### config.mk
export PLATFORM = sky130hd
export DESIGN_NAME = sdbc_ctrl
export DESIGN_NICKNAME = d
export VERILOG_FILES = /design/src/rtl/sdbc_pkg.sv /design/src/rtl/sdbc_ctrl.sv
export SDC_FILE = /design/constraint.sdc
export NUM_CORES = 1
export LEC_CHECK = 0
export BUFFER_PORTS_ARGS = -buffer_cell sky130_fd_sc_hd__buf_4
export CORE_MARGIN = 1
export CORE_UTILIZATION = 40
export CTS_BUF_LIST = sky130_fd_sc_hd__clkbuf_4 sky130_fd_sc_hd__clkbuf_8
export CTS_CLUSTER_DIAMETER = 200
export DETAILED_ROUTE_END_ITERATION = 10
export GPL_TIMING_DRIVEN = 0
export PLACE_DENSITY = 0.77
export SLEW_MARGIN = 20
export SYNTH_ARGS = -nofsm -noshare
export SYNTH_HDL_FRONTEND = slang
export SYNTH_SLANG_ARGS = --single-unit
export TNS_END_PERCENT = 1
### constraint.sdc
create_clock -name clk -period 1.35 [get_ports clk]
set_input_delay 0.2025 -clock clk [delete_from_list [all_inputs] [get_ports clk]]
set_output_delay 0.2025 -clock clk [all_outputs]
set_load 0.02 [all_outputs]
### src/rtl/sdbc_pkg.sv
// Package with shared constants, command and status types for the sample buffer cache.
package sdbc_pkg;
  localparam int NShort = 64;
  localparam int NLong = 16;
  localparam int QueueDepth = 256;
  localparam int DataW = 56;
  localparam int OutW = 72;

  localparam logic [1:0] RegShortTtl = 2'd0;
  localparam logic [1:0] RegLongTtl = 2'd1;
  localparam logic [1:0] RegShortBytes = 2'd2;
  localparam logic [1:0] RegLongBytes = 2'd3;

  localparam logic [3:0] OpNone = 4'd0;
  localparam logic [3:0] OpLoadIdx = 4'd1;
  localparam logic [3:0] OpReadEnt = 4'd2;
  localparam logic [3:0] OpTestHit = 4'd3;
  localparam logic [3:0] OpPullRd = 4'd4;
  localparam logic [3:0] OpPullWr = 4'd5;
  localparam logic [3:0] OpAllocRd = 4'd6;
  localparam logic [3:0] OpAllocWr = 4'd7;
  localparam logic [3:0] OpTickRd = 4'd8;
  localparam logic [3:0] OpTickWr = 4'd9;
  localparam logic [3:0] OpTickZero = 4'd10;
  localparam logic [3:0] OpClear = 4'd11;
  localparam logic [3:0] OpRefresh = 4'd12;

  typedef struct packed {
    logic [3:0] op;
    logic       long_q;
  } cmd_t;

  typedef struct packed {
    logic fits;
    logic ttl_zero;
    logic q_nonempty;
    logic scan_last;
    logic clear_done;
  } status_t;
endpackage

### src/rtl/sdbc_ctrl.sv
// Controller state machine of the sample buffer cache.
module sdbc_ctrl (
  input  logic              clk,
  input  logic              rst,
  input  logic              in_valid,
  output logic              in_ready,
  output logic              out_valid,
  input  logic              out_ready,
  output logic              load,
  input  logic              is_tick,
  input  logic              short_path,
  input  logic              pref,
  input  sdbc_pkg::status_t status,
  output sdbc_pkg::cmd_t    cmd
);
  localparam logic [3:0] SClear = 4'd0, SIdle = 4'd1, SIdx = 4'd2, SRead = 4'd3,
    STest = 4'd4, SPullRd = 4'd5, SPullWr = 4'd6, SAllocRd = 4'd7, SAllocWr = 4'd8,
    STickRd = 4'd9, STickWr = 4'd10, SOut = 4'd11, SAllocWait = 4'd12, SPullWait = 4'd13;
  logic [3:0] state, state_next;
  logic long_q, long_q_next;

  assign in_ready = state == SIdle || (state == SOut && out_ready);
  assign out_valid = state == SOut;
  assign load = in_valid && in_ready;

  always_comb begin
    state_next = state;
    long_q_next = long_q;
    cmd.op = sdbc_pkg::OpNone;
    cmd.long_q = long_q;
    case (state)
      SClear: begin
        cmd.op = sdbc_pkg::OpClear;
        if (status.clear_done) state_next = SIdle;
      end
      SIdle: if (load) state_next = SIdx;
      SIdx: begin
        cmd.op = sdbc_pkg::OpLoadIdx;
        long_q_next = !short_path;
        state_next = is_tick ? STickRd : SRead;
      end
      SRead: state_next = STest;
      STest: begin
        cmd.op = sdbc_pkg::OpTestHit;
        if (status.fits) begin
          if (status.ttl_zero && (short_path || status.q_nonempty)) state_next = SPullRd;
          else state_next = SPullWr;
        end else if (!short_path && !status.scan_last) begin
          state_next = SRead;
        end else begin
          long_q_next = !short_path && pref && status.q_nonempty;
          state_next = SAllocWait;
        end
      end
      SPullRd: begin
        cmd.op = sdbc_pkg::OpPullRd;
        state_next = SPullWait;
      end
      SPullWait: state_next = SPullWr;
      SPullWr: begin
        cmd.op = (status.ttl_zero && (short_path || status.q_nonempty))
                 ? sdbc_pkg::OpPullWr : sdbc_pkg::OpRefresh;
        state_next = SOut;
      end
      SAllocWait: state_next = SAllocRd;
      SAllocRd: begin
        cmd.op = sdbc_pkg::OpAllocRd;
        state_next = SAllocWr;
      end
      SAllocWr: begin
        cmd.op = sdbc_pkg::OpAllocWr;
        state_next = SOut;
      end
      STickRd: state_next = STickWr;
      STickWr: begin
        cmd.op = sdbc_pkg::OpTickWr;
        if (status.scan_last) begin
          cmd.op = sdbc_pkg::OpTickWr;
          state_next = SOut;
        end else state_next = STickRd;
      end
      SOut: if (out_ready) state_next = load ? SIdx : SIdle;
      default: state_next = SIdle;
    endcase
  end

  always_ff @(posedge clk) begin
    if (rst) begin
      state <= SClear; long_q <= 1'b0;
    end else begin
      state <= state_next; long_q <= long_q_next;
    end
  end
endmodule

[Word level (Yosys, flattened, before mapping)]
Index checks and enable logic that the tools add are counted.
Cells by class
  bitwise logic cells: 0
  shift operators: 0
  div/mod/pow operators: 0
  reduce and logical (&&, ||, !) cells: 15
  equal/unequal tests: 18
  $lt $le $gt $ge: 0
  mux-type cells: 15
  multipliers: 0
  $add $sub $neg: 0
Operators with widths (count)
  case mux 4 bit (13 select lines): 1
  case mux 4 bit (8 select lines): 1
  2-to-1 mux 4 bit: 7
  equality test 4 bit (second input constant): 6
  equality test 4 x 3 -> 1 bit (second input constant): 4
  equality test 4 x 2 -> 1 bit (second input constant): 2
  != test 2 bit (second input constant): 4
  logical AND 1 bit: 6
  2-to-1 mux 2 bit: 3
  AND reduction 3 bit: 2
  equality test 4 x 1 -> 1 bit (second input constant): 1
  zero test 4 bit: 1
  zero test 1 bit: 2
  logical OR 1 bit: 2
  2-to-1 mux 1 bit: 2
  != test 2 x 1 -> 1 bit (second input constant): 1
  case mux 1 bit (2 select lines): 1
  nonzero test 2 bit: 1
  OR reduction 2 bit: 1
Storage, ports and cells
  output and inout bits: 8
  bits in read-only memories: 0
  bits in latches: 0
  word-level logic and storage cells: 50
  input bits: 12
  memory bits (writable): 0
  flip-flop bits (word level): 5
  memories kept: 0

[Longest topological paths before layout]
  depth after elaboration: 7
  depth in mapped cells: 5
  depth with buffers taken out: 4

[Worst setup path after synthesis]
Ideal clock, no wire load.
  path type: register to output
  start: reg state[1]
  end: out load
  cell stages (with the launch flop): 5
  path buffers: 1
  data required time: 1.148 ns
  setup slack: -0.386 ns
  arrival time: 1.534 ns
  cells stage by stage: dfxtp_1 clkbuf_8 a21oi_1 a2111oi_2 and2_1
Between the ends
  longest elaborated chain between the ends: 4
  elaborated cells on any way between the ends: 5
  those cells by class: 2 x eq/ne; 3 x reduce/logical
RTL lines
  from (decl): RTL line sdbc_ctrl.sv:19  | logic [3:0] state, state_next;
  from (signal assigned): RTL line sdbc_ctrl.sv:91  | state <= state_next; long_q <= long_q_next;
  equality test 4 bit: RTL line sdbc_ctrl.sv:22  | assign in_ready = state == SIdle || (state == SOut && out_ready);
  logical AND 1 bit: RTL line sdbc_ctrl.sv:22
  logical OR 1 bit *: RTL line sdbc_ctrl.sv:22
  named net in_ready: RTL line sdbc_ctrl.sv:6  | output logic in_ready,
  logical AND 1 bit *: RTL line sdbc_ctrl.sv:24  | assign load = in_valid && in_ready;
  to (decl): RTL line sdbc_ctrl.sv:9  | output logic load,
Mark *: on every way through the listed nets, which the timed path passes. The rest lies on a longest branch.

==> flow_summary.ini <==
[run_status]
status = complete, but fails checks
violations = negative setup slack

[synthesis]
synth_top_cell_area_share_pct = 16.6
synthSimpleGateAreaFrac_pct = 25.7
yosysTopAreaCell = dfxtp_1
synth.area.mux_share_pct = 4.97
synthAdderAreaFrac_pct = 0
synth_compound_area_share_pct = 38.9
synth_area_per_cell_um2 = 7.55
synth_area_leaders = dfxtp_1 (17%), a21oi_1 (5.8%), mux2i_1 (5.0%), nand3_1 (5.0%), o21ai_0 (5.0%)
ys_types = 36
synth_top_family_by_area = compound AO/OA/AOI/OAI gates
synthCells = 80
ys_seq_elements = 5
ys_warn_count = 0
synth.yosys.seq_area_share_pct = 16.6
synth-xor-area-share_pct = 0
syn_area_um2 = 604
synth_nets = 92

[grt]
grt_pass1_wl_um = 2620
grt_start_max_net_pins = 11
grt_pass1_vias = 584
grtUsageTotal_pct = 24.3
antenna_found_initial = 0
overflow = 0

[detailed_routing]
firstDrtPassIters = 4
drc = 0
first_iter_violations = 39
vias = 751
wl_um = 2040
ant_nets = 0
wl_per_cell_um = 16.8
routed_via_density = 6.21

[critical_path]
r2r_setup_slack_ns = -0.14
worstReg2RegStart = state[2]
cp_top_family = compound AO/OA/AOI/OAI gates
criticalPathCategory = in -> out
crit_buf_inv = 2
cp_data_required_time_ns = 1.15
rr_worst_depth = 5
crit_end = cmd[4]
start_kind = input pin
crit_slowest_cell = o21ai_0
reg2reg_to = state[1]
critical_path.most_common_cell = buf_4
max_stage_delay_ns = 0.50
crit_path_end_kind = primary output
arrival_ns = 1.40
crit_cells = 5
path_max_fanout = 4
cp_cell_sequence = buf_4 -> o21ai_0 -> nand3_2 -> a221oi_2 -> buf_4
worstSetupStartpoint = short_path

[cells_and_area]
antennaDiodeCount = 0
utilization_pct = 69.8
final_area_um2 = 942
num-nets-final = 119
drive_gt1_share_pct = 53.8
area_delta_synth_final_pct = 55.9
fin_cells = 121

[die]
dieArea_um2 = 1670
die_w_um = 40.9
die_y_um = 40.9
rows = 13
design.core.area_um2 = 1350
ioPinCount = 20
start_util_pct = 44.8

[timing]
drv_slew = 0
final.setup.tns_ns = -1.48
tightest_slew_ns = 0.624
setup_violations = 9
period_share_pct = 119
finalHoldViolCount = 0
layout_setup_ws_ns = -0.256
fmax_ghz = 0.623
relSlewSlack_pct = 57.9
min_period_ns = 1.61
rsz0062_at_grt = yes
finClkSkew_ns = 0.00554

[power_and_ir_drop]
p_leak_nw = 0.404
ir_drop_v = 0.000625
power_density_nw_per_um2 = 680

[clock_tree]
clockRootBuffer = clkbuf_4
clk_path_buf_depth = 2
clock_latency_ns = 0.26
path_clk_slew_ns = 0.05
h-tree-depth = 1
cts_tree = yes
holdBufCountCts = 0
cts_buffers = 3
clock-sinks = 5

[place]
placedCellCount = 113
io_buffers = 18
gp_congestion = 0.866
dp_hpwl_um = 1210
placed_area_um2 = 792

[worst_hold_path]
min_path_type = in -> reg

[job]
maxCapViolCount = 0
[how the worst min path moves through the flow]
stage          slack [ns]       end  cells past startpoint      start
2_1_floorplan        0.38  state[2]                      2  status[4]
3_3_place_gp         0.47  state[2]                      2        rst
3_5_place_dp         0.47  state[2]                      2        rst
4_1_cts              0.21  state[2]                      2        rst
5_1_grt              0.22  state[2]                      2        rst
6_report             0.21  state[2]                      2        rst
[synth_stat cells]
cell and count:
a2111oi_2 1, a211oi_1 1, a21oi_1 7, a221oi_1 1
a2bb2oi_1 2, a31o_2 2, a31oi_1 2, a41oi_2 1
and2_1 1, and4bb_2 1, buf_2 3, buf_4 1
buf_6 1, clkbuf_4 1, clkbuf_8 2, dfxtp_1 5
inv_1 2, inv_2 2, mux2i_1 3, nand2_1 8
nand2b_1 1, nand2b_4 1, nand3_1 6, nand4_1 1
nor2_1 5, nor2b_1 2, o2111ai_1 1, o21a_1 1
o21ai_0 6, o21bai_1 2, o2bb2ai_1 1, o311a_1 1
o31ai_1 1, o41ai_1 2, or2b_1 1, or3_4 1
[per-layer routing]
layer | GRT usage [%] | vias up | wire [um]
li1 | - | 353 | -
met1 | 30.5 | 361 | 825
met2 | 37.9 | 33 | 1050
met3 | 11.4 | 4 | 143
met4 | 4.17 | 0 | 17
met5 | 0 | - | 0
[area by class of cell]
type / count / area (um^2)
repair buffers: 22 / 190
plain buffers: 8 / 93.8
inverters: 4 / 17.5
clock buffers: 4 / 30.0
fillers: 115 / 408
well taps: 15 / 18.8
multi-input cells: 63 / 485
flip-flops and latches: 5 / 106
[report_power, final]
| group | switching [W] | internal, W | leakage, nW |
|---|---|---|---|
| sequential | 0.00000546 | 0.000154 | 0.0424 |
| clock | 0.0000702 | 0.000132 | 0.0184 |
| combinational | 0.000151 | 0.000128 | 0.343 |
[state kept, by name, indices dropped and copies added, names as in the netlist]
register,count
long_q,1
state,4
[stage by stage]
stage               hold slack, ns  power, W  setup WS [ns]
finish                       0.210  0.000640         -0.256
floorplan                    0.376  0.000316         -0.165
detailed placement           0.475  0.000399         -0.111
global route                 0.221  0.000668         -0.288
global placement             0.467  0.000396        -0.0988
CTS                          0.209  0.000611         -0.262
[cells in the final DEF, fill, tap and decap left out, types with 3 or more instances in the layout]
cell type,n
buf_4,20
nand2_1,7
clkbuf_4,6
nand3_1,5
a21oi_1,5
buf_6,3
o21ai_0,3
nor2_1,3
mux2i_1,3
[logic make-up (layout without fill, tap and decap cells)]
kind of cell	count (synthesis)	count (layout)
compound gates	32	32
buf+inv	12	38
flops	5	5
mux	3	3
simple gates	28	28
[what timing repair did]
| action | in CTS | in global routing |
|---|---|---|
| setup buffers | 2 | 1 |
| resized for setup | 13 | 11 |
| pin swaps | 5 | 4 |
| setup endpoints to repair | 10 | 10 |
| gates cloned | 0 | 1 |
(Power assumes the default switching activity.)
